`config.mk`:
```
export PLATFORM = sky130hd
export DESIGN_NAME = gsdt_queue
export DESIGN_NICKNAME = d
export VERILOG_FILES = /design/src/rtl/gsdt_pkg.sv /design/src/rtl/gsdt_queue.sv
export SDC_FILE = /design/constraint.sdc
export NUM_CORES = 1
export LEC_CHECK = 0
export ABC_AREA = 1
export BUFFER_PORTS_ARGS = -buffer_cell sky130_fd_sc_hd__buf_2
export CORE_MARGIN = 1.5
export CORE_UTILIZATION = 46
export CTS_CLUSTER_SIZE = 12
export DETAILED_ROUTE_END_ITERATION = 8
export GPL_TIMING_DRIVEN = 1
export MAX_ROUTING_LAYER = met4
export PLACE_DENSITY_LB_ADDON = 0.08
export SYNTH_ARGS = -nofsm -noshare
export SYNTH_HDL_FRONTEND = slang
export SYNTH_SLANG_ARGS = --single-unit
```
`constraint.sdc`:
```
create_clock -name clk -period 10.59 [get_ports clk]
set_input_delay 2.6475 -clock clk [delete_from_list [all_inputs] [get_ports clk]]
set_output_delay 2.6475 -clock clk [all_outputs]
set_load 0.01 [all_outputs]
```
`src/rtl/gsdt_pkg.sv`:
```
// ----------------------------------------------------------------------------
// gsdt_pkg: shared types and constants of the gyro step distance tracker
// Holds the register indexes, fixed-point constants and the record that
// travels from the front end to the back end.
// ----------------------------------------------------------------------------
package gsdt_pkg;

  // Register indexes of the configuration port.
  localparam logic [1:0] REG_REST_LOW   = 2'd0;
  localparam logic [1:0] REG_REST_HIGH  = 2'd1;
  localparam logic [1:0] REG_START_THR  = 2'd2;
  localparam logic [1:0] REG_LEG_LENGTH = 2'd3;

  localparam int unsigned MAX_SAMPLES = 128;

  localparam logic [22:0] ANGLE_K    = 23'd6859714;
  localparam logic [18:0] TWO_PI_Q16 = 19'd411775;
  localparam logic [30:0] ONE_Q30    = 31'h4000_0000;

  // Reset values of the registers.
  localparam logic signed [15:0] REST_LOW_RST  = -16'sd100;
  localparam logic signed [15:0] REST_HIGH_RST = 16'sd100;
  localparam logic signed [15:0] START_THR_RST = 16'sd2000;
  localparam logic [10:0]        LEG_RST       = 11'd920;

  // One classified sample, passed from front end to back end.
  typedef struct packed {
    logic        done;      // this sample closed a step
    logic        in_step;   // step open after this sample
    logic [23:0] mag;       // |rate_sum| at close
    logic [7:0]  count;     // sample_count at close
    logic [15:0] dur;       // step_duration_ms at close
    logic [10:0] leg;       // leg length at close
  } work_t;

  // Back end sequencer states.
  typedef enum logic [3:0] {
    ST_IDLE,
    ST_MUL1,
    ST_MUL2,
    ST_DIV,
    ST_FOLD,
    ST_USQ,
    ST_HORN_MUL,
    ST_HORN_REC,
    ST_HORN_DIV,
    ST_DIST,
    ST_VSET,
    ST_VDIV,
    ST_OUT
  } state_t;

endpackage

```
`src/rtl/gsdt_queue.sv`:
```
// ----------------------------------------------------------------------------
// gsdt_queue: small FIFO of work records
// Four-entry queue that decouples the classifier from the back end.
// ----------------------------------------------------------------------------
module gsdt_queue (
  input  logic            clk,
  input  logic            rst,
  input  logic            wr,
  input  gsdt_pkg::work_t wdata,
  output logic            full,
  input  logic            rd,
  output logic            empty,
  output gsdt_pkg::work_t rdata
);

  gsdt_pkg::work_t mem [4];
  logic [1:0] wp, rp;
  logic [2:0] cnt;

  assign full  = cnt[2];
  assign empty = (cnt == 3'd0);
  assign rdata = mem[rp];

  // Storage, written on every push transfer.
  always_ff @(posedge clk) begin
    if (wr && !full) begin
      mem[wp] <= wdata;
    end
  end

  // Pointers and fill count.
  always_ff @(posedge clk) begin
    if (rst) begin
      wp  <= '0;
      rp  <= '0;
      cnt <= '0;
    end else begin
      if (wr && !full) wp <= wp + 2'd1;
      if (rd && !empty) rp <= rp + 2'd1;
      cnt <= cnt + 3'(wr && !full) - 3'(rd && !empty);
    end
  end

endmodule

```
==> metrics list, run 1 <==
- The flow ran to the end, and the final reports show no timing, DRC or antenna violations.
- Yosys instantiated no cell more often than sky130_fd_sc_hd__edfxtp_1.
- Across the run, the number of max-cap violations was 0.
* Worst Path Required: 7.94 ns
- TritonCTS buffer count: 27
- Share of cell area taken by muxes after synthesis: 0%
* Count of synthesis-stage warnings from yosys: 0
- Of all nets on the critical path, the largest fanout is 65.
- Counting flops with an async set or reset pin after synthesis yields a share of 0%.
- Setup repair after global routing left no endpoint under its margin.
- Maximum number of pins on one net before global-route repair: 79
- Synthesis inferred 253 register bits.
* Post-route design area: 0.0117 mm2
- Cells after synthesis: 652
* Detailed-route via count: 5,728
- First-pass GRT wire length: 31,600 um
- For the worst setup path, the data arrival time is 3.21 ns.
- Smallest setup slack after layout: 4.74 ns
- Clock-pin slew was measured on the worst setup and hold paths at 0.06 ns.
- Crit-path cells: inv_6, buf_4, o21ai_0, o22ai_2, buf_2
- At the end of the flow the core is filled with cells to 53.7%.
- Total Negative Setup Slacks: 0 ns
* CP max stage cell: sky130_fd_sc_hd__buf_4
* Synth top cells by count: sky130_fd_sc_hd__edfxtp_1, sky130_fd_sc_hd__nor2_1, sky130_fd_sc_hd__o21ai_0
- Final clock period utilization by the worst path: 55.3%
* Predominant post-synthesis flop cell: sky130_fd_sc_hd__edfxtp_1
* Number of synthesized flops with an enable pin: 244
- Setup violations remaining at the end of the flow were counted as 0.
- Area of placed instances: 0.0109 mm2
* Worst Hold Margin: 0.523 ns
* Die height: 151 um
- After synthesis, the largest family of logic cells by area is compound AO/OA/AOI/OAI gates.
- The die is 151 um wide.
- TritonCTS clock tree: yes
- Synth area leaders: sky130_fd_sc_hd__edfxtp_1, sky130_fd_sc_hd__o22ai_2, sky130_fd_sc_hd__o21ai_0, sky130_fd_sc_hd__nor2_4, sky130_fd_sc_hd__nor2_1
* Total Die Area: 0.0228 mm2
- Clk Latency, worst-skew pair: 0.54 ns
* Crit path buf inv count: 3
- For this design the ratio of total power to cell area is 234 mW/mm2.
* Syn-to-layout area delta: 15.5%
- Global route overflow: 0
- In the routed design, unresolved DRC markers number 0.
* Iter 0 DRT Violations: 321
- Summing the sequential cell areas from Yosys gives 74.4% of the chip area.
- Normalized max-slew margin: 25.6%
- Measured slew at the worst slew-check pin: 1.11 ns
* Clk root buf: sky130_fd_sc_hd__clkbuf_16
* Setup Crit Path Kind: register to output pin
- Post-CTS timing repair inserted 0 buffers for setup.
- The routed design could run at a clock period as short as 5.85 ns.
- At the end of the flow, the number of nets in the layout was 850.
* Top achievable clock speed: 0.171 GHz
- Count of endpoints failing hold in the final timing report: 0
- Share of the synthesized netlist area taken by xor and xnor gates: 0%
- Syn_nets: 724
- Cell taking the most area after synthesis: sky130_fd_sc_hd__edfxtp_1
- Overall fraction of global-route tracks in use: 18.9%
- Across the routed clock network, the largest skew measured is 0.0214 ns.
- Once the clock tree was built, the resizer swapped 0 gates to a different size.
- Distinct cells, synth: 23
- Longest individual stage delay on the worst path: 0.91 ns
- Summing the areas of all and, or, nand and nor instances in the mapped netlist gives 8.39% of the synthesized area.
- The path class of the tightest hold or removal check is register to register.
- The initial utilization of the core area, before any placement, comes to 46.6%.
- In this run the remaining antenna-violating nets after routing total 0.
* Synth Area in Adders: 0.942%
- Detailed Route WL: 20,600 um
- In this run the count of I/O pins placed on the die edge is 128.
- Core Box Area: 0.0217 mm2
- Synthesized-area fraction occupied by ao, oa, aoi and oai cells: 12.7%
- Clock tree synthesis found a total of 253 sinks.
- STA classifies the critical path endpoint as an output pin.
- The worst register-to-register path begins at cnt[2].
* Setup WS pre-CTS: 5.27 ns
* LEAKAGE: 0.00399 uW
- The synthesized netlist occupies a cell area of 0.0101 mm2.
* CTS Buffer Depth: 3
- After detailed routing, the number of vias per cell comes to 5.31.
- After detailed routing, the average wire length per cell comes to 19.1 um.
- After filler insertion, the fill cell instance count of the layout stands at 1,752.
- The startpoint identified for the worst hold timing path is rp[0].
- Fraction of synthesized cell area taken by the top area cell type: 72.6%
* Fraction of layout instances using a drive strength above 1: 32.2%
* Level count of the clock H-tree: 1
- Port bufs: 127
- HPWL after detailed placement: 11,400 um
* Final GP Congestion: 0.689
- Initial antenna violation count: 3
* Via count of the first global-routing pass: 5,811
* Iteration count of the initial detailed-routing pass: 4
- The worst-case IR drop observed on VDD is 155 uV.
* Kind of cell adding the most delay to the critical path: buffers and inverters
- CTS Hold Bufs: 0
- Mean instance size in the synthesized netlist: 15.5 um2
* Max Transition Viols Final: 0
* Number of cell rows: 54
- The worst setup path is launched from a register.
tightest hold or removal path, delay by kind of cell (launching register included):
family	cells	cell delay, ns
compound gates	1	0.07
simple gates	1	0.08
flops	1	0.35
per-layer routing:
| metal | vias up | global-route usage (%) | share of wire [%] | wire length (um) |
|---|---|---|---|---|
| li1 | 2699 | - | - | - |
| met1 | 2883 | 23.1 | 43 | 8790 |
| met2 | 112 | 32.1 | 50 | 10400 |
| met3 | 34 | 4.01 | 5.1 | 1050 |
| met4 | 0 | 5.00 | 1.8 | 368 |
| met5 | - | - | 0 | 0 |
area by class of cell:
cell class	instances	area (um2)	share of cell area [%]
Timing Repair Buffer	135	696	5.97
Inverter	19	77.6	0.665
Antenna cell	3	7.51	0.0644
Tap cell	280	350	3.01
Sequential cell	253	7510	64.4
Clock inverter	10	51.3	0.440
Clock buffer	36	709	6.09
Multi-Input combinational cell	342	2250	19.3
state kept, by name, summed over array words and instances, names as in the netlist, named ones only:
| name | cells |
|---|---|
| mem | 244 |
| wp | 2 |
| rp | 2 |
| cnt | 3 |
metrics by stage:
| stage | std cells | total power, uW |
|---|---|---|
| final | 1078 | 2730 |
| after global routing | 1078 | 2880 |
| after CTS | 1075 | 2770 |
| after detailed placement | 1029 | 1950 |
| after global placement | 1029 | 1930 |
| after floorplan | 652 | 1730 |
final timing paths:
check               endpoint  slack, ns  depth (start not counted)
setup reg to reg  mem[2][40]       7.87                          4
setup / recovery   rdata[54]       4.74                          5
hold reg to reg     register       0.52                          2
hold / removal      register       0.52                          2
placed cells by master, fill, tap and decap left out, drive strengths merged:
cell type and instances:
nand2 9, a21oi 5, dfxtp 9, nand3 2
ha 6, inv 20, clkinv 9, clkbuf 36
fa 1, o21ai 124, nor2 134, buf 135
diode 3, edfxtp 244, o22ai 61
power by group:
part / switching (uW) / internal (uW)
clock network: 352 / 466
logic: 436 / 222
registers: 41.4 / 1210
kinds of logic after synthesis:
| kind of cell | Yosys count |
|---|---|
| flops | 253 |
| simple gates | 145 |
| buf+inv | 57 |
| compound gates | 190 |
| fa+ha+maj | 7 |
Note: power is estimated with default switching activity, not from simulation.
==> inputs of run 2 (changes only) <==
==> constraint.sdc (replaced) <==
create_clock -name clk -period 5.2 [get_ports clk]
set_input_delay 1.3 -clock clk [delete_from_list [all_inputs] [get_ports clk]]
set_output_delay 1.3 -clock clk [all_outputs]
set_load 0.01 [all_outputs]
==> run 2 against run 1 <==
Global-route usage down 0.26 points. Clock power up 110%. Largest power group unchanged. Critical path depth shrank 1. Final cell count up 0.28%. Final area increased by 0.48%. Count of clock-buffer cells in the layout is 2 higher. Critical endpoint is now rdata[13]. Die area is the same. Largest cell class unchanged. First-iteration DRC count shrank 0.93%.
==> metrics list, run 2 (synthesis results as in run 1) <==
- Outcome: finished clean (unchanged).
* Sinks on Clock Net: 253 (unchanged)
- CTS Hold Bufs: 0 (unchanged)
- Final clock period utilization by the worst path: 75.1%
- The instance area at placement is 0.0109 mm2 (about the same).
- TritonCTS buffer count: 27 (unchanged)
* Initial antenna violation count: 2 (was 3)
- Core Box Area: 0.0217 mm2 (unchanged)
- Crit-path cells: buf_4, o21ai_0, o22ai_2, buf_2 (was inv_6, buf_4, o21ai_0, o22ai_2, buf_2)
* Crit path buf inv count: 2 (was 3)
* Setup repair after global routing missed its margin: false (unchanged)
- The maximum cell stage delay along the critical path is 0.77 ns (was 0.91 ns).
- The first-pass GRT wire length came to 31,200 um (was 31,600 um).
- The origin of the worst min-delay path is rp[0] (unchanged).
- The area of the die came to 0.0228 mm2 (unchanged).
- The number of nets in the layout came to 854 (was 850).
* DP Cell Count: 1,033 (was 1,029)
* Setup WS pre-CTS: 1.81 ns (was 5.27 ns)
* Largest register by flop count: mem (unchanged)
- Drt drc: 0 (unchanged)
* Worst Path Max Fanout: 88 (was 65)
- The power per cell area was 477 mW/mm2 (was 234 mW/mm2).
- The count of non-filler cells in the finished layout was 1,081 (was 1,078).
- The length of the first detailed-routing pass in iterations is 4 (unchanged).
* Flop pwr share: 45.6% (was 45.9%)
- Max Transition Viols Final: 0 (unchanged)
- WL/cell: 18.9 um (was 19.1 um)
* Syn-to-layout area delta: 16.0% (was 15.5%)
- The post-route cell area came to 0.0117 mm2 (about the same).
* Worst Path Required: 3.90 ns (was 7.94 ns)
- The final total negative setup slack came to 0 ns (unchanged).
- The effective utilization at floorplan came to 46.6% (unchanged).
- CTS Buffer Depth: 3 (unchanged)
- Number of cell rows: 54 (unchanged)
- The via count of the first global-routing pass is 5,790 (was 5,811).
- The total overflow reported by the global router is 0 (unchanged).
- The vertical die dimension is 151 um (unchanged).
- Smallest setup slack after layout: 1.29 ns (was 4.74 ns)
- The leakage power is 0.00402 uW (was 0.00399 uW).
- Detailed Route WL: 20,400 um (was 20,600 um)
- Maximum number of pins on one net before global-route repair: 89 (was 79)
- The post-CTS setup buffer count is 0 (unchanged).
- CP arrival: 2.61 ns (was 3.21 ns)
* Kind of cell adding the most delay to the critical path: buffers and inverters (unchanged)
- Final setup viols: 0 (unchanged)
- The final RePlAce weighted congestion was 0.716 (was 0.689).
- The post-detailed-route count of antenna-violating nets was 0 (unchanged).
- Level count of the clock H-tree: 1 (unchanged)
- The number of max-capacitance violations reported was 0 (unchanged).
- Post-CTS Resized: 0 (unchanged)
- Worst Setup Start Kind: register (unchanged)
* Setup Crit Path Kind: register to output pin (unchanged)
- Highest-count cells in the layout ignoring fill and taps: sky130_fd_sc_hd__edfxtp_1, sky130_fd_sc_hd__buf_2, sky130_fd_sc_hd__o21ai_0 (unchanged)
* Fraction of layout instances using a drive strength above 1: 32.9% (was 32.2%)
* Internal power contribution: 3900 uW (was 1900 uW)
- Port bufs: 127 (unchanged)
- The final worst clock skew came to 0.00741 ns (was 0.0214 ns).
* Normalized max-slew margin: 34.9% (was 25.6%)
- R2R Path Start: cnt[2] (unchanged)
- Worst min-delay path category: register to register (unchanged)
* Biggest regs: mem: 244 flops, cnt: 3 flops (unchanged)
- The power spent charging and discharging nets is 1680 uW (was 830 uW).
- Count of endpoints failing hold in the final timing report: 0 (unchanged)
- HPWL after detailed placement: 11,600 um (was 11,400 um)
- Most common library cell in the layout ignoring fill and taps: sky130_fd_sc_hd__edfxtp_1 (unchanged)
* Sw Ratio: 30.1% (was 30.4%)
- The peak ir drop on the vdd network is 314 uV (was 155 uV).
- The number of primary I/O pins came to 128 (unchanged).
- CP max stage cell: sky130_fd_sc_hd__buf_4 (unchanged)
- The clock tree root driver cell was sky130_fd_sc_hd__clkbuf_16 (unchanged).
- The number of vias per cell is 5.25 (was 5.31).
- The number of flip-flops in the largest register came to 244 (unchanged).
- Overall fraction of global-route tracks in use: 18.6% (was 18.9%)
- The clock slew seen by the registers of the worst setup and hold paths is 0.06 ns (about the same).
- The clock tree from TritonCTS is yes (unchanged).
- Top achievable clock speed: 0.256 GHz
- Detailed-route via count: 5,671 (was 5,728)
- The proportion of power drawn by the clock network was 30.3% (was 30.0%).
- The iteration-0 DRC count of the detailed router is 318 (was 321).
- The transition time at the pin with the least slew margin was 0.974 ns (was 1.11 ns).
- The later-pin clock latency in the skew report is 0.51 ns (was 0.54 ns).
- Combinational share of power: 24.1% (about the same)
- Horizontal die dimension: 151 um (unchanged)
- Worst Hold Margin: 0.496 ns (was 0.523 ns)
- The type of destination of the critical path is an output pin (unchanged).
- The clock period could shrink to 3.91 ns.
-- run 2: through the flow --
stage	utilization [%]	total power, uW
CTS	54.0	5660
floorplan	-	3530
global placement	50.4	3930
global route	54.0	5870
detailed placement	50.4	3970
finish	54.0	5590
-- run 2: per-layer routing --
metal	wire [um]	vias up	GRT usage, %
li1	-	2693	-
met1	8810	2821	23.1
met2	10200	126	32.1
met3	1030	31	3.43
met4	329	0	3.83
met5	0	-	-
-- run 2: worst paths after layout --
kind,endpoint,slack (ns),cells past startpoint
setup / recovery,rdata[13],1.29,4
hold / removal,rp[0],0.50,2
setup reg to reg,mem[3][35],2.89,4
hold reg to reg,rp[0],0.50,2
-- run 2: area by class of cell --
cell class,instances,area (um2)
clock inverters,8,40.0
diodes,2,5.00
fillers,1745,9970
flip-flops and latches,253,7510
inverters,19,77.6
multi-input cells,342,2250
well taps,280,350
repair buffers,139,738
clock buffers,38,737
-- run 2: power by group through the flow --
stage          sequential, uW  combinational (uW)  clock (uW)
2_1_floorplan            2580                 956           0
3_3_place_gp             2580                1340           0
3_5_place_dp             2590                1380           0
4_1_cts                  2550                1380        1730
5_1_grt                  2570                1490        1810
6_report                 2550                1350        1690
-- run 2: worst min-delay path, stage by stage, from the launching register on --
cell and delay, ns:
sky130_fd_sc_hd__dfxtp_1 0.33, sky130_fd_sc_hd__a21oi_1 0.05, sky130_fd_sc_hd__nor2_1 0.08
