File: src/rtl/gsdt_pkg.sv
// ----------------------------------------------------------------------------
// gsdt_pkg: shared types and constants of the gyro step distance tracker
// Holds the register indexes, fixed-point constants and the record that
// travels from the front end to the back end.
// ----------------------------------------------------------------------------
package gsdt_pkg;

  // Register indexes of the configuration port.
  localparam logic [1:0] REG_REST_LOW   = 2'd0;
  localparam logic [1:0] REG_REST_HIGH  = 2'd1;
  localparam logic [1:0] REG_START_THR  = 2'd2;
  localparam logic [1:0] REG_LEG_LENGTH = 2'd3;

  localparam int unsigned MAX_SAMPLES = 128;

  localparam logic [22:0] ANGLE_K    = 23'd6859714;
  localparam logic [18:0] TWO_PI_Q16 = 19'd411775;
  localparam logic [30:0] ONE_Q30    = 31'h4000_0000;

  // Reset values of the registers.
  localparam logic signed [15:0] REST_LOW_RST  = -16'sd100;
  localparam logic signed [15:0] REST_HIGH_RST = 16'sd100;
  localparam logic signed [15:0] START_THR_RST = 16'sd2000;
  localparam logic [10:0]        LEG_RST       = 11'd920;

  // One classified sample, passed from front end to back end.
  typedef struct packed {
    logic        done;      // this sample closed a step
    logic        in_step;   // step open after this sample
    logic [23:0] mag;       // |rate_sum| at close
    logic [7:0]  count;     // sample_count at close
    logic [15:0] dur;       // step_duration_ms at close
    logic [10:0] leg;       // leg length at close
  } work_t;

  // Back end sequencer states.
  typedef enum logic [3:0] {
    ST_IDLE,
    ST_MUL1,
    ST_MUL2,
    ST_DIV,
    ST_FOLD,
    ST_USQ,
    ST_HORN_MUL,
    ST_HORN_REC,
    ST_HORN_DIV,
    ST_DIST,
    ST_VSET,
    ST_VDIV,
    ST_OUT
  } state_t;

endpackage

File: src/rtl/gsdt_front.sv
// ----------------------------------------------------------------------------
// gsdt_front: sample classifier
// Holds the configuration and the open-step accumulators, classifies each
// sample and hands one work record per sample to the queue.
// ----------------------------------------------------------------------------
module gsdt_front (
  input  logic                 clk,
  input  logic                 rst,
  input  logic                 cfg_we,
  input  logic [1:0]           cfg_index,
  input  logic [15:0]          cfg_data,
  input  logic                 take,
  input  logic signed [15:0]   rate_sample,
  input  logic [9:0]           elapsed_ms,
  output gsdt_pkg::work_t      work
);

  logic signed [15:0] rest_low, rest_high, start_thr;
  logic [10:0]        leg;
  logic               step_open;
  logic signed [23:0] rate_sum;
  logic [7:0]         sample_count;
  logic [15:0]        dur;

  logic signed [23:0] sum_acc;
  logic [7:0]         cnt_acc;
  logic [16:0]        dur_wide;
  logic [15:0]        dur_acc;
  logic               closes, opens;

  // Accumulate the current sample into the open step.
  always_comb begin
    sum_acc  = rate_sum;
    cnt_acc  = sample_count;
    dur_wide = {1'b0, dur} + {7'd0, elapsed_ms};
    if (sample_count < 8'(gsdt_pkg::MAX_SAMPLES)) begin
      sum_acc = rate_sum + 24'(rate_sample);
      cnt_acc = sample_count + 8'd1;
    end
    dur_acc = dur_wide[16] ? 16'hFFFF : dur_wide[15:0];
    closes  = step_open && (rate_sample > rest_low) && (rate_sample < rest_high);
    opens   = (rate_sample > start_thr) && (closes || !step_open);
  end

  // Work record for the back end.
  always_comb begin
    work.done    = closes;
    work.in_step = opens || (step_open && !closes);
    work.mag     = sum_acc[23] ? 24'(-sum_acc) : sum_acc;
    work.count   = cnt_acc;
    work.dur     = dur_acc;
    work.leg     = leg;
  end

  // Configuration registers.
  always_ff @(posedge clk) begin
    if (rst) begin
      rest_low  <= gsdt_pkg::REST_LOW_RST;
      rest_high <= gsdt_pkg::REST_HIGH_RST;
      start_thr <= gsdt_pkg::START_THR_RST;
      leg       <= gsdt_pkg::LEG_RST;
    end else if (cfg_we) begin
      case (cfg_index)
        gsdt_pkg::REG_REST_LOW:   rest_low  <= cfg_data;
        gsdt_pkg::REG_REST_HIGH:  rest_high <= cfg_data;
        gsdt_pkg::REG_START_THR:  start_thr <= cfg_data;
        gsdt_pkg::REG_LEG_LENGTH: leg       <= cfg_data[10:0];
        default: ;
      endcase
    end
  end

  // Step accumulators.
  always_ff @(posedge clk) begin
    if (rst) begin
      step_open    <= 1'b0;
      rate_sum     <= '0;
      sample_count <= '0;
      dur          <= '0;
    end else if (take) begin
      if (opens || closes) begin
        step_open    <= opens;
        rate_sum     <= '0;
        sample_count <= '0;
        dur          <= '0;
      end else if (step_open) begin
        rate_sum     <= sum_acc;
        sample_count <= cnt_acc;
        dur          <= dur_acc;
      end
    end
  end

endmodule

File: config.mk
export PLATFORM = sky130hd
export DESIGN_NAME = gsdt_front
export DESIGN_NICKNAME = d
export VERILOG_FILES = /design/src/rtl/gsdt_pkg.sv /design/src/rtl/gsdt_front.sv
export SDC_FILE = /design/constraint.sdc
export NUM_CORES = 1
export LEC_CHECK = 0
export ABC_AREA = 1
export BUFFER_PORTS_ARGS = -buffer_cell sky130_fd_sc_hd__buf_4
export CORE_MARGIN = 2
export CORE_UTILIZATION = 25
export CTS_BUF_LIST = sky130_fd_sc_hd__clkbuf_8
export DETAILED_ROUTE_END_ITERATION = 10
export PLACE_DENSITY = 0.47
export SLEW_MARGIN = 20
export SYNTH_ARGS = -nofsm -noshare
export SYNTH_HDL_FRONTEND = slang
export SYNTH_SLANG_ARGS = --single-unit
export TNS_END_PERCENT = 50
File: constraint.sdc
create_clock -name clk -period 3 [get_ports clk]
set_input_delay 0.6 -clock clk [delete_from_list [all_inputs] [get_ports clk]]
set_output_delay 0.6 -clock clk [all_outputs]
set_load 0.01 [all_outputs]
==> summary.txt, run 1 <==
STA
  – Final Skew: 0.0269 ns
  – Fmax: 281 MHz
  – Setup ws final: -0.553 ns
  – Count of pins over their slew limit: 0
  – Period utilisation layout: 118%
  – RSZ-0062 raised after global routing: yes
  – Hold Fails Final Rpt: 0
  – Setup-failing EPs final: 24
  – Slew @ Worst Pin: 0.782 ns
  – Min Tclk post-route: 3.55 ns
  – Slew HR: 47.8%

Synth
  – FF+latch count, synth: 108
  – Sequential area share after synthesis: 26.1%
  – Synth top cells by count: nand2_1, inv_1, nand3_1, a21oi_1, dfxtp_1
  – Synthesized instance count: 1,261
  – EDFF count, synth: 0
  – Leading register cell type out of synthesis: dfxtp_1
  – Count leader, synth: nand2_1
  – Top post-synthesis cells by area: dfxtp_1, nand2_1, ha_1
  – Share of the synthesized area in the top cell type: 26.1%
  – Async set-reset flop share out of synthesis: 0%
  – Net Count, Synth: 1,393
  – Synth area leader: dfxtp_1
  – Avg Cell Area, Syn: 6.57 um^2
  – Synth unique cells: 47
  – Post-Syn Area: 8290 um^2
  – Yosys Warn Count: 0

Layout
  – P&R area growth vs syn: 45.1%
  – Area of the multi-input gates: 5930 um^2
  – Fillers: 3,489
  – Final Util: 36.9%
  – Fin area: 12,000 um^2
  – Register area: 2190 um^2
  – Layout cells sized above 1: 33.2%
  – Nets: 1,672
  – # diodes: 0

Critical path
  – Crit path kind: flip-flop to primary output
  – Reg2reg start: rest_high[13]$_SDFFE_PP0P_
  – CP startpoint: rate_sum[0]$_SDFFE_PP0P_
  – Critical Path AT: 2.95 ns
  – Worst path required time: 2.40 ns
  – Startpoint types: flip-flop
  – Critical Path End Type: primary output
  – CP max FO: 4

Clock network
  – CTS root buf: clkbuf_8
  – Clock Latency Late Sink: 0.41 ns
  – Max clock buf depth: 2
  – CTS Hold Bufs: 0
  – Clock slew at reported path FFs: 0.12 ns
  – TritonCTS clock tree: done
  – H-tree levels: 3
  – Clock sinks: 108
  – Num CTS Buffers: 9

Routing
  – Highest metal used: met4
  – Routed length on met1: 12,700 um
  – Vias per inst: 4.49
  – DR WL met3: 1030 um
  – DR DRC count: 0
  – Number of DRC markers in iteration 0: 506
  – Routed len/inst: 13.7 um
  – Via count: 8,917
  – Routed wire length: 27,200 um
  – Antenna-violating nets left: 0
  – Wire length on met2: 13,200 um
  – Drt first pass iters: 5

Die
  – Initial cell density of the core: 25.4%
  – Die X: 186 um
  – Area of the core: 32,600 um^2
  – Row count: 66
  – Die Y: 186 um
  – Die Area: 34,600 um^2
  – Top Ports: 109

Global route
  – First-pass GRT wire length: 43,400 um
  – Largest net degree at the start of global routing: 56
  – Gr ovfl total: 0
  – Initial antenna violation count: 0
  – GRT Total Usage: 16.0%
  – Vias in the first global route: 8,470

Worst hold path
  – Hold_sp: cfg_data[8]
  – Worst Hold Class: input port to flip-flop

Pwr
  – Worst ir drop on vdd: 263 uV
  – Tot Pwr: 4.22 mW
  – Leak Pwr: 5.75 nW
  – Cell Pwr Density: 351 nW/um^2

Place
  – GPL Wtd Cong: 0.847
  – Dpl hpwl: 20,700 um
  – Area after DPL: 10,900 um^2
  – PortBufs: 108

Run status
  – Failing checks: negative setup slack
  – Status: finished with violations

Run
  – Max-cap viol count: 0
-- area by class of cell --
type                    instances  share of cell area (%)
clock buffers                   9                    1.03
clock inverters                 7                   0.676
inverters                     163                    5.13
multi-input cells             945                    49.3
flip-flops and latches        108                    18.2
well taps                     442                    4.60
repair buffers                313                    21.0
-- critical path, cell delays in order (launching register included) --
cell and delay [ns]:
dfxtp_2 0.36, ha_4 0.13, fa_2 0.42, inv_1 0.06, o21a_1 0.18, ha_2 0.19, inv_2 0.04, nor2_2 0.07
nand2_1 0.08, nor3_2 0.24, nand2_2 0.13, nor2_4 0.17, nand2_2 0.07, nand2_2 0.09, xor2_1 0.16, inv_1 0.07
buf_6 0.12
-- metal layers --
| layer | vias to the layer above | GRT usage [%] |
|---|---|---|
| li1 | 4712 | - |
| met1 | 4051 | 20.1 |
| met2 | 140 | 28.4 |
| met3 | 14 | 2.86 |
| met4 | 0 | 3.18 |
| met5 | - | 0 |
-- registers in the layout (all words and copies together), names as in the netlist --
register / cells
start_thr: 16
leg: 11
step_open: 1
rate_sum: 24
dur: 16
sample_count: 8
rest_low: 16
rest_high: 16
-- where the power goes --
group | internal [mW] | switching (mW)
Sequential | 1.50 | 0.0337
Clock | 0.403 | 0.598
Combinational | 0.798 | 0.889
-- stage by stage --
stage	hold WS (ns)	worst slack [ns]	setup TNS (ns)	instances
6_report	0.421	-0.553	-9.27	1987
5_1_grt	0.411	-0.804	-15.98	1987
4_1_cts	0.398	-0.578	-10.75	1981
3_5_place_dp	0.452	-0.637	-17.55	1951
3_3_place_gp	0.448	-0.611	-15.58	1951
2_1_floorplan	0.433	-0.167	-0.913	1261
-- cells by family after synthesis --
kind of cell	count (synthesis)	share of synthesized area (%)
adders and majority gates	84	12.9
and+or+nand+nor	605	32.4
AOI/OAI and AO/OA	230	15.5
xor gates and xnor gates	26	2.75
DFF	108	26.1
buffers and inverters	208	10.4
-- final timing paths --
| check | to | cells after the start | slack [ns] |
|---|---|---|---|
| worst min-delay path | leg[8]$_SDFFE_PP1P_ | 3 | 0.42 |
| worst max register to register | sample_count[1]$_SDFFE_PP0P_ | 13 | 0.49 |
| worst max-delay path | work[51] | 16 | -0.55 |
| worst min register to register | rest_high[3]$_SDFFE_PP0P_ | 2 | 0.46 |
-- placed cells by master (no fill, tap or decap), types with 3 or more instances in the layout --
cell type,n
a21o_1,3
a21oi_1,117
a21oi_2,13
a21oi_4,3
buf_12,6
buf_4,286
buf_6,19
clkbuf_8,9
dfxtp_1,92
dfxtp_2,12
dfxtp_4,4
ha_1,61
ha_4,19
inv_1,148
inv_2,13
inv_6,4
nand2_1,292
nand2_2,42
nand2_4,8
nand3_1,120
nand3_2,12
nand3_4,5
nand3b_1,7
nand4_1,13
nor2_1,55
nor2_2,7
nor2_4,13
nor3_1,7
o211ai_1,21
o21a_1,3
o21ai_0,43
o21ai_1,9
o21ai_2,6
o31ai_1,3
or2_2,12
xnor2_1,7
xor2_1,16
-- what timing repair did --
action,4_1_cts,5_1_grt
gates resized for setup,88,93
gates cloned,1,0
pin swaps,28,45
setup endpoints to repair,40,41
buffers inserted,13,8
Note: power is estimated with default switching activity, not from simulation.
==> run 2, diff against run 1 <==
--- a/config.mk
+++ b/config.mk
@@ -12,6 +12,7 @@
 export CTS_BUF_LIST = sky130_fd_sc_hd__clkbuf_8
 export DETAILED_ROUTE_END_ITERATION = 10
 export PLACE_DENSITY = 0.47
+export SETUP_SLACK_MARGIN = 0.15
 export SLEW_MARGIN = 20
 export SYNTH_ARGS = -nofsm -noshare
 export SYNTH_HDL_FRONTEND = slang
==> run 2 against run 1 <==
The flow still finishes with violations (negative setup slack). First-iteration DRC count shrank 26%. Sequential power barely moved. Maximum frequency increased by 0.24%. Via count decreased by 0.73%. Power is 0.57% higher. Worst setup slack improved by 0.0085 ns. Sequential share of layout area decreased by 0.18 points. Clock power about the same. Flip-flop and latch count unchanged. Global-route usage is 0.12 points lower. Critical endpoint is now work[43]. Largest power group unchanged. Highest routed layer unchanged.
==> summary.txt, run 2 (synthesized netlist as in run 1, its figures left out) <==
Layout
  – Fin area: 12,100 um^2
  – P&R area growth vs syn: 46.4%
  – Area of the multi-input gates: 6190 um^2
  – Commonest non-fill, non-tap cells in the layout: nand2_1, buf_4, inv_1, a21oi_1, nand3_1
  – # diodes: 0
  – Largest Register: rate_sum
  – Layout cells sized above 1: 34.6%
  – Number of flip-flops in the largest register: 24
  – Nets: 1,647
  – Fillers: 3,448
  – Register area: 2190 um^2
  – Most common cell after layout, fill and taps aside: nand2_1

Pwr
  – Cell Pwr Density: 350 nW/um^2
  – Sw Share: 35.0%
  – Leak Pwr: 5.68 nW
  – Tot Pwr: 4.24 mW
  – Sequential Power Share: 36.1%
  – Worst ir drop on vdd: 221 uV
  – Combinational share of power: 40.0%
  – Sw power: 1.48 mW
  – P_int: 2.76 mW
  – Power share of the clock group: 23.9%

Routing
  – Antenna-violating nets left: 0
  – DR DRC count: 0
  – Routed len/inst: 13.8 um
  – Via count: 8,852
  – Number of DRC markers in iteration 0: 374
  – Vias per inst: 4.51
  – Drt first pass iters: 6
  – Routed wire length: 27,100 um

Clock network
  – Num CTS Buffers: 9
  – Clock sinks: 108
  – CTS root buf: clkbuf_8
  – CTS Hold Bufs: 0
  – Max clock buf depth: 2
  – Clock Latency Late Sink: 0.41 ns
  – TritonCTS clock tree: done
  – H-tree levels: 3
  – Clock slew at reported path FFs: 0.13 ns

STA
  – Fmax: 282 MHz
  – Final Skew: 0.0304 ns
  – RSZ-0062 raised after global routing: yes
  – Slew HR: 49.6%
  – Setup ws final: -0.544 ns
  – Hold slack: 0.414 ns
  – Min Tclk post-route: 3.54 ns
  – Count of pins over their slew limit: 0
  – Period utilisation layout: 118%
  – Slew @ Worst Pin: 0.756 ns
  – Setup-failing EPs final: 25
  – Hold Fails Final Rpt: 0

Critical path
  – Crit path kind: flip-flop to primary output
  – CP max FO: 3
  – Critical Path End Type: primary output
  – Reg2reg start: rest_low[13]$_SDFFE_PP1P_
  – Worst path required time: 2.40 ns
  – Critical Path AT: 2.94 ns
  – Startpoint types: flip-flop
  – CP startpoint: rate_sum[0]$_SDFFE_PP0P_

Global route
  – Initial antenna violation count: 0
  – Vias in the first global route: 8,500
  – First-pass GRT wire length: 43,000 um
  – Largest net degree at the start of global routing: 56
  – GRT Total Usage: 15.9%
  – Gr ovfl total: 0

Place
  – Dpl hpwl: 20,300 um
  – Dpl ws: -0.623 ns
  – PortBufs: 108
  – Area after DPL: 10,700 um^2
  – GPL Wtd Cong: 0.842

Die
  – Die Area: 34,600 um^2
  – Die Y: 186 um
  – Area of the core: 32,600 um^2
  – Initial cell density of the core: 25.4%
  – Top Ports: 109
  – Die X: 186 um
  – Row count: 66

Worst hold path
  – Worst Hold Class: input port to flip-flop
  – Hold_sp: cfg_data[12]

Run
  – Max-cap viol count: 0

Run status
  – Failing checks: negative setup slack
  – Status: finished with violations
## run 2: per-layer routing
metal	part of all wire, %	track usage [%]	routed length [um]	vias up
li1	-	-	-	4666
met1	46	19.8	12300	4044
met2	50	28.3	13500	130
met3	3.6	2.92	987	12
met4	0.82	3.09	221	0
met5	0	0	0	-
## run 2: through the flow
stage / utilization (%) / cells / TNS [ns]
after floorplan: - / 1261 / -0.778
after global placement: 32.9 / 1926 / -12.86
after detailed placement: 32.9 / 1926 / -15.18
after CTS: 35.3 / 1954 / -9.85
after global routing: 37.2 / 1961 / -15.59
final: 37.2 / 1961 / -9.83
## run 2: cell type report
class	count	area share [%]
multi-input cells	945	51.0
repair buffers	288	19.6
flip-flops and latches	108	18.0
inverters	163	5.11
well taps	442	4.56
clock buffers	9	1.02
clock inverters	6	0.681
## run 2: path summary, 6_finish.rpt
check                               to  slack [ns]  cells after the start
max                           work[43]       -0.54                     16
min          rest_low[12]$_SDFFE_PP1P_        0.41                      3
max reg2reg   rate_sum[2]$_SDFFE_PP0P_        0.52                     17
min reg2reg  start_thr[1]$_SDFFE_PP0P_        0.46                      2
## run 2: critical path, stage by stage, from the launching register on
cell and delay (ns):
dfxtp_2 0.35, ha_4 0.16, fa_2 0.43, inv_2 0.05
o21a_1 0.18, ha_2 0.19, inv_2 0.04, nor2_2 0.09
nand2_2 0.08, nor3_4 0.16, nand2_2 0.12, buf_4 0.15
buf_6 0.10, buf_6 0.10, nand2_2 0.05, xor2_1 0.15
buf_4 0.14
## run 2: what timing repair did
item,4_1_cts,5_1_grt
cloned,0,0
pin swaps,21,43
buffers inserted,13,7
endpoints found under the setup margin,41,42
gates resized for setup,112,133
## run 2: power by group through the flow
stage | combinational [mW] | sequential, mW | clock [mW]
floorplan | 0.794 | 1.55 | 0
global placement | 1.47 | 1.56 | 0
finish | 1.70 | 1.53 | 1.01
global route | 1.89 | 1.54 | 1.12
CTS | 1.58 | 1.53 | 1.07
detailed placement | 1.48 | 1.56 | 0
